### src/rtl/msnc_pkg.sv
// Package for the markup-stripping text normalizer with CRC-32.
// Holds the channel payload types, the normalizer state and plan types,
// the character constants and the CRC-32 byte fold. Depends on nothing.
`default_nettype none

package msnc_pkg;

   localparam logic [7:0]  CH_LT     = 8'h3C;  // '<'
   localparam logic [7:0]  CH_GT     = 8'h3E;  // '>'
   localparam logic [7:0]  CH_AT     = 8'h40;  // '@'
   localparam logic [7:0]  CH_HASH   = 8'h23;  // '#'
   localparam logic [7:0]  CH_DEL    = 8'h7F;
   localparam logic [7:0]  CH_QUOTE  = 8'h22;
   localparam logic [7:0]  CH_SPACE  = 8'h20;
   localparam logic [7:0]  CH_DOT    = 8'h2E;  // '.'

   localparam logic [31:0] CRC_POLY  = 32'hEDB8_8320;
   localparam logic [31:0] CRC_INIT  = 32'hFFFF_FFFF;

   typedef struct packed {
      logic [7:0] in_byte;
      logic       end_of_text;
   } req_type;

   typedef struct packed {
      logic [7:0]  out_byte;
      logic        is_summary;
      logic [31:0] crc_value;
      logic        text_changed;
      logic        last_of_run;
   } rsp_type;

   typedef struct packed {
      logic        inside_markup;
      logic        previous_was_space;
      logic [31:0] running_crc;
      logic [31:0] previous_text_crc;
   } state_type;

   // What one input transaction produces, and the state it leaves behind.
   typedef struct packed {
      logic [1:0]  emit_count;
      logic [7:0]  byte0;
      logic [7:0]  byte1;
      logic        has_summary;
      logic [31:0] summary_crc;
      logic        text_changed;
      state_type   next_state;
   } plan_type;

   // Reflected CRC-32 update with one byte, LSB first.
   function automatic logic [31:0] crc_fold(input logic [31:0] crc, input logic [7:0] data);
      logic [31:0] c;
      c = crc ^ {24'd0, data};
      for (int i = 0; i < 8; i++) begin
         if (c[0]) begin
            c = (c >> 1) ^ CRC_POLY;
         end else begin
            c = c >> 1;
         end
      end
      return c;
   endfunction

endpackage

`default_nettype wire

### src/rtl/msnc_norm.sv
// Classifies one raw byte against the normalizer state and works out the
// bytes to emit, the CRC after them, the summary and the next state.
// Depends on msnc_pkg.
`default_nettype none

module msnc_norm (
   input  var msnc_pkg::req_type   item,
   input  var msnc_pkg::state_type cur,
   output var msnc_pkg::plan_type  plan
);

   logic [7:0]  ch;
   logic [1:0]  emit_count;
   logic [7:0]  byte0;
   logic [7:0]  byte1;
   logic        next_inside;
   logic        next_space;
   logic [31:0] crc_one;
   logic [31:0] crc_two;
   logic [31:0] final_crc;

   assign ch = item.in_byte;

   always_comb begin
      emit_count  = 2'd0;
      byte0       = 8'h00;
      byte1       = 8'h00;
      next_inside = cur.inside_markup;
      next_space  = cur.previous_was_space;

      if (ch == msnc_pkg::CH_GT) begin
         next_inside = 1'b0;
      end else if (ch == msnc_pkg::CH_LT) begin
         next_inside = 1'b1;
      end else if (cur.inside_markup) begin
         emit_count = 2'd0;
      end else if (ch == msnc_pkg::CH_AT || ch == msnc_pkg::CH_HASH ||
                   ch == msnc_pkg::CH_DEL) begin
         emit_count = 2'd0;
      end else if (ch == msnc_pkg::CH_QUOTE) begin
         // A quote leaves the space-run flag alone.
         emit_count = 2'd2;
         byte0      = msnc_pkg::CH_DOT;
         byte1      = msnc_pkg::CH_QUOTE;
      end else if (ch <= msnc_pkg::CH_SPACE) begin
         if (!cur.previous_was_space) begin
            emit_count = 2'd1;
            byte0      = msnc_pkg::CH_SPACE;
            next_space = 1'b1;
         end
      end else begin
         emit_count = 2'd1;
         byte0      = ch;
         next_space = 1'b0;
      end
   end

   assign crc_one   = (emit_count != 2'd0) ?
                      msnc_pkg::crc_fold(cur.running_crc, byte0) : cur.running_crc;
   assign crc_two   = (emit_count == 2'd2) ?
                      msnc_pkg::crc_fold(crc_one, byte1) : crc_one;
   assign final_crc = ~crc_two;

   always_comb begin
      plan                               = '0;
      plan.emit_count                    = emit_count;
      plan.byte0                         = byte0;
      plan.byte1                         = byte1;
      plan.has_summary                   = item.end_of_text;
      plan.summary_crc                   = final_crc;
      plan.text_changed                  = (final_crc != cur.previous_text_crc);
      plan.next_state                    = cur;
      plan.next_state.inside_markup      = next_inside;
      plan.next_state.previous_was_space = next_space;
      plan.next_state.running_crc        = crc_two;

      if (item.end_of_text) begin
         plan.next_state.previous_text_crc  = final_crc;
         plan.next_state.running_crc        = msnc_pkg::CRC_INIT;
         plan.next_state.inside_markup      = 1'b0;
         plan.next_state.previous_was_space = 1'b0;
      end
   end

endmodule

`default_nettype wire

### src/rtl/markup_strip_text_normalizer_crc.sv
// Top level of the markup-stripping text normalizer with CRC-32: input
// register, result sequencing and output register. Depends on msnc_pkg
// and msnc_norm.
//
//   Channel | Ports                           | Direction | Payload
//   req     | req_valid, req_ready, req_data  | in        | msnc_pkg::req_type
//   rsp     | rsp_valid, rsp_ready, rsp_data  | out       | msnc_pkg::rsp_type
//
// A transaction sits in the input register until all its results (if any,
// one to three) are loaded into the result register. One result drains per
// cycle unless rsp stalls, so the result count sets the rate.
// A new transaction is taken in the cycle the held one finishes.
// Reset clears the text state (CRC to all ones) and empties both stages.
// A stall on rsp holds the result register and, through it, the input stage.
`default_nettype none

module markup_strip_text_normalizer_crc (
   input  var logic              clock,
   input  var logic              reset,
   input  var logic              req_valid,
   output var logic              req_ready,
   input  var msnc_pkg::req_type req_data,
   output var logic              rsp_valid,
   input  var logic              rsp_ready,
   output var msnc_pkg::rsp_type rsp_data
);

   logic                item_valid_ff, item_valid_in;
   msnc_pkg::req_type   item_ff, item_in;
   logic [1:0]          idx_ff, idx_in;
   msnc_pkg::state_type state_ff, state_in;
   logic                rsp_valid_ff, rsp_valid_in;
   msnc_pkg::rsp_type   rsp_ff, rsp_in;

   msnc_pkg::plan_type  plan;
   msnc_pkg::rsp_type   cur_result;
   logic [1:0]          result_count;
   logic                out_load;
   logic                last_result;
   logic                item_done;
   logic                req_accept;

   msnc_norm u_norm (
      .item (item_ff),
      .cur  (state_ff),
      .plan (plan)
   );

   assign result_count = plan.emit_count + {1'b0, plan.has_summary};
   assign last_result  = (idx_ff == result_count - 2'd1);
   assign out_load     = item_valid_ff && (result_count != 2'd0) &&
                         (!rsp_valid_ff || rsp_ready);
   assign item_done    = item_valid_ff &&
                         ((result_count == 2'd0) || (out_load && last_result));
   assign req_ready    = !item_valid_ff || item_done;
   assign req_accept   = req_valid && req_ready;

   // Bytes come first, then the summary.
   always_comb begin
      cur_result             = '0;
      cur_result.last_of_run = last_result;
      if (idx_ff < plan.emit_count) begin
         cur_result.out_byte = (idx_ff == 2'd0) ? plan.byte0 : plan.byte1;
      end else begin
         cur_result.is_summary   = 1'b1;
         cur_result.crc_value    = plan.summary_crc;
         cur_result.text_changed = plan.text_changed;
      end
   end

   always_comb begin
      item_valid_in = item_valid_ff;
      item_in       = item_ff;
      idx_in        = idx_ff;
      state_in      = state_ff;
      if (item_done) begin
         item_valid_in = 1'b0;
         idx_in        = 2'd0;
         state_in      = plan.next_state;
      end else if (out_load) begin
         idx_in = idx_ff + 2'd1;
      end
      if (req_accept) begin
         item_valid_in = 1'b1;
         item_in       = req_data;
      end

      rsp_valid_in = rsp_valid_ff;
      rsp_in       = rsp_ff;
      if (out_load) begin
         rsp_valid_in = 1'b1;
         rsp_in       = cur_result;
      end else if (rsp_ready) begin
         rsp_valid_in = 1'b0;
      end
   end

   always_ff @(posedge clock) begin
      if (reset) begin
         item_valid_ff              <= 1'b0;
         idx_ff                     <= 2'd0;
         state_ff.inside_markup      <= 1'b0;
         state_ff.previous_was_space <= 1'b0;
         state_ff.running_crc        <= msnc_pkg::CRC_INIT;
         state_ff.previous_text_crc  <= '0;
         rsp_valid_ff               <= 1'b0;
      end else begin
         item_valid_ff <= item_valid_in;
         idx_ff        <= idx_in;
         state_ff      <= state_in;
         rsp_valid_ff  <= rsp_valid_in;
      end
   end

   always_ff @(posedge clock) begin
      item_ff <= item_in;
      rsp_ff  <= rsp_in;
   end

   assign rsp_valid = rsp_valid_ff;
   assign rsp_data  = rsp_ff;

   // A summary always closes the run of results from its transaction.
   a_summary_is_last : assert property (@(posedge clock) disable iff (reset)
      rsp_valid_ff && rsp_ff.is_summary |-> rsp_ff.last_of_run)
      else $error("summary result without last_of_run");

   a_byte_fields_clear : assert property (@(posedge clock) disable iff (reset)
      rsp_valid_ff && !rsp_ff.is_summary |->
         (rsp_ff.crc_value == 32'd0) && !rsp_ff.text_changed)
      else $error("byte result carries summary fields");

   a_idx_in_range : assert property (@(posedge clock) disable iff (reset)
      idx_ff != 2'd3)
      else $error("result index out of range");

   a_idx_idle_zero : assert property (@(posedge clock) disable iff (reset)
      !item_valid_ff |-> idx_ff == 2'd0)
      else $error("result index not cleared with empty input stage");

   a_reset_empty : assert property (@(posedge clock)
      $past(reset) |-> !rsp_valid_ff && !item_valid_ff)
      else $error("stages not empty after reset");

endmodule

`default_nettype wire
### config.mk
export PLATFORM = sky130hd
export DESIGN_NAME = markup_strip_text_normalizer_crc
export DESIGN_NICKNAME = d
export VERILOG_FILES = /design/src/rtl/msnc_pkg.sv /design/src/rtl/msnc_norm.sv /design/src/rtl/markup_strip_text_normalizer_crc.sv
export SDC_FILE = /design/constraint.sdc
export NUM_CORES = 1
export LEC_CHECK = 0
export BUFFER_PORTS_ARGS = -buffer_cell sky130_fd_sc_hd__buf_4
export CAP_MARGIN = 15
export CORE_ASPECT_RATIO = 0.8
export CORE_UTILIZATION = 45
export DETAILED_ROUTE_END_ITERATION = 12
export SLEW_MARGIN = 20
export SYNTH_ARGS = -nofsm -noshare
export SYNTH_HDL_FRONTEND = slang
export SYNTH_SLANG_ARGS = --single-unit
export TNS_END_PERCENT = 50
### constraint.sdc
create_clock -name clock -period 8.5 [get_ports clock]
set_clock_uncertainty 0.15 [all_clocks]
set_input_delay 0.85 -clock clock [delete_from_list [all_inputs] [get_ports clock]]
set_output_delay 0.85 -clock clock [all_outputs]
set_load 0.01 [all_outputs]
==> qor.csv <==
stage;metric;value;unit
placement;placed insts;1245;
min_path;hold depth;2;
drt;DR vias/cell;5.60;
clock_tree;postcts setup bufs;0;
worst_setup_path;WP buf/inv;5;
sta;Tcrit/Tclk final;67.7;%
yosys;Post-Syn Area per Cell;9.04;µm²
yosys;syn nets;995;
cells_and_area;multi-input logic area;0.00554;mm²
grt;Total GRT Usage;27.8;%
sta;Fin Setup TNS;0;ns
min_path;worst hold-check path type;reg -> reg;
clock_tree;CTS tree;built;
placement;IO Port Bufs;57;
worst_setup_path;crit path to;state_ff[47]$_SDFFE_PP1P_;
cells_and_area;Area Growth Syn to Fin;13.1;%
power_and_ir_drop;Pleak;3.93;nW
yosys;Post-Synthesis Cells;978;
power_and_ir_drop;sw frac;44.3;%
drt;WL/cell;21.2;µm
floorplanning;die width;159;µm
yosys;Synth area leader;edfxtp_1;
yosys;number of synthesized register bits;122;
yosys;Synth Flop Type;dfxtp_1;
drt;via count;7152;
grt;global-route wire length before repair;41500;µm
clock_tree;cts repair resizes;0;
cells_and_area;fill count;1809;
drt;Residual DRC;0;
worst_setup_path;data arrival time of the critical path;5.95;ns
power_and_ir_drop;internal power;1.93;mW
sta;# setup viols final;0;
cells_and_area;share of layout cells above drive strength 1;16.8;%
grt;vias in the first global route;6662;
yosys;synth cell count leaders;nand2_1 (129), xnor2_1 (129), nor2_1 (112), dfxtp_1 (70);
drt;final WL;27100;µm
floorplanning;Ports;58;
worst_setup_path;Most common cell on crit path;buf_4;
worst_setup_path;CP Launch Point;item_ff[7]$_DFFE_PP_;
worst_setup_path;RR Endpoint;state_ff[47]$_SDFFE_PP1P_;
worst_setup_path;worst path cell trace;or4b_4, a211o_1, and4_1, buf_4, nand2_2, inv_1, ha_1, inv_1, ha_1, xnor2_1, nor2_1, and2_1, o21a_1, and2_1, buf_4, nor2_2, buf_4, o211ai_1;
yosys;EDFF count, synth;52;
worst_setup_path;critical path peak fanout;32;
grt;initial antenna violation count;0;
sta;Worst Tran Pin Value;1.09;ns
floorplanning;Initial Utilization;46.3;%
cells_and_area;fin cells;1277;
worst_setup_path;CP Capture Type;register;
floorplanning;FP Rows;45;
sta;RSZ-0062 raised after global routing;false;
sta;Slew Viols, Final;0;
clock_tree;Sink Count;122;
sta;FMAX;0.174;GHz
power_and_ir_drop;Seq pwr share;20.4;%
job;max-cap violations;0;
power_and_ir_drop;Pwr Total;3.47;mW
drt;ANT nets after route;0;
worst_setup_path;Worst path depth;18;
yosys;asr flop ratio synth;0;%
drt;drt first pass iters;7;
floorplanning;DIE HEIGHT;127;µm
worst_setup_path;Worst EP required;8.70;ns
yosys;Synth Warn #;0;
power_and_ir_drop;Switching Power;1.54;mW
yosys;Synth top area share;17.7;%
clock_tree;Root Driver;clkbuf_16;
sta;Period minus WS final;5.76;ns
worst_setup_path;startpoint types;register;
power_and_ir_drop;Clk pwr share;20.2;%
power_and_ir_drop;PD cells;347;mW/mm²
floorplanning;Die ar.;0.0202;mm²
worst_setup_path;R2R Setup Slk;2.74;ns
cells_and_area;Ant. Diodes;0;
worst_setup_path;worst reg2reg path depth;18;
cells_and_area;Storage cell area;0.00296;mm²
grt;GR Overflow Total;0;
sta;Final Hold Viols;0;
placement;hpwl dp;20300;µm
clock_tree;CTS clock-pin slew for the worst setup and hold paths;0.06;ns
floorplanning;core area;0.0191;mm²
clock_tree;worst-skew pair later-pin latency;0.43;ns
worst_setup_path;slowest CP cell;edfxtp_1;
yosys;distinct cell type count after synthesis;90;
placement;gp weighted congestion;0.963;
clock_tree;Longest Clk Path Bufs;2;
yosys;part of the Yosys area used for sequential elements;33.5;%
worst_setup_path;crit-path leading delay family;simple AND/OR/NAND/NOR gates;
worst_setup_path;slowest cell delay on critical path;0.72;ns
sta;Rel. slew slack;27.1;%
power_and_ir_drop;Comb pwr share;59.3;%
yosys;Synth area leaders;edfxtp_1 (18%), dfxtp_1 (16%), xnor2_1 (13%);
cells_and_area;Final #Nets;1023;
grt;pin count of the biggest net entering global routing;58;
power_and_ir_drop;Worst VDD drop;0.145;mV
outcome;outcome;completed;
sta;worst hold slack;0.316;ns
clock_tree;clock buffer count from CTS;17;
clock_tree;hold_buf cts;0;
clock_tree;H-tree lvl count;4;
worst_setup_path;Reg2Reg Launch Point;item_ff[7]$_DFFE_PP_;
drt;Detailed Route Iter0 Violations;781;
yosys;Mapped Area;0.00884;mm²
worst_setup_path;Setup CP Type;reg -> reg;
cells by family (layout without fill, tap and decap cells):
| group | count (synthesis) | count (layout) | synth area share, % |
|---|---|---|---|
| simple gates | 361 | 361 | 19.3 |
| xor+xnor | 214 | 214 | 25.7 |
| compound gates | 174 | 174 | 13.9 |
| flops | 122 | 122 | 33.5 |
| buf+inv | 81 | 122 | 4.02 |
| mux | 22 | 22 | 3.04 |
| fa+ha+maj | 4 | 4 | 0.566 |
cell type report:
class,instances,share of cell area (%)
Multi-Input combinational cell,775,55.4
Clock inverter,8,0.701
Clock buffer,24,4.93
Timing Repair Buffer,72,5.40
Sequential cell,122,29.6
Tap cell,258,3.23
Inverter,18,0.676
state kept, by name (all words and copies together) (netlist names):
register	cells
state_ff	66
rsp_data	43
item_ff	9
idx_ff	2
item_valid_ff	1
rsp_valid	1
worst min-delay path, cell delays in order (launching register included):
cell and delay [ns]:
dfxtp_1 0.31, nand2_1 0.05, a21oi_1 0.05
metal layers:
metal  part of all wire, %  global-route usage, %
met5                     0                      0
met4                   2.0                   8.85
met3                   8.9                   6.62
met2                    40                   38.7
met1                    49                   41.7
power by group through the flow:
stage | clock network [mW] | logic, mW | registers [mW]
2_1_floorplan | 0 | 1.52 | 0.705
3_5_place_dp | 0 | 2.01 | 0.720
6_report | 0.703 | 2.06 | 0.710
3_3_place_gp | 0 | 2.01 | 0.720
5_1_grt | 0.741 | 2.19 | 0.714
4_1_cts | 0.712 | 2.02 | 0.708
stage by stage:
stage	instance area, µm²	utilization (%)	setup WS, ns
after global placement	9440	49.4	2.98
after CTS	10000	52.4	2.76
final	10000	52.4	2.74
after detailed placement	9440	49.4	2.80
after floorplan	8840	-	1.53
after global routing	10000	52.4	2.30
layout by cell type, fill, tap and decap left out, drive strengths merged, types with 6 or more instances in the layout:
cell type,n
o21ai,31
nor2,112
nor3,19
xnor3,14
a21oi,53
nand2,131
clkbuf,24
a211oi,16
or3,6
and2,14
nand3,27
xor2,54
mux2i,16
nand4,12
nand2b,7
xnor2,143
dfxtp,70
o211ai,18
and3,9
nor4,6
buf,72
o21a,9
inv,18
mux2,6
edfxtp,52
worst min-delay path by stage:
stage,to,start,slack [ns]
3_5_place_dp,state_ff[38]$_SDFFE_PP1P_,state_ff[38]$_SDFFE_PP1P_,0.31
6_report,state_ff[1]$_SDFFE_PP0P_,state_ff[1]$_SDFFE_PP0P_,0.32
4_1_cts,state_ff[1]$_SDFFE_PP0P_,state_ff[1]$_SDFFE_PP0P_,0.32
3_3_place_gp,state_ff[1]$_SDFFE_PP0P_,state_ff[1]$_SDFFE_PP0P_,0.31
5_1_grt,state_ff[0]$_SDFFE_PP0P_,state_ff[0]$_SDFFE_PP0P_,0.34
2_1_floorplan,state_ff[1]$_SDFFE_PP0P_,state_ff[1]$_SDFFE_PP0P_,0.30
Note: power is estimated with default switching activity, not from simulation.
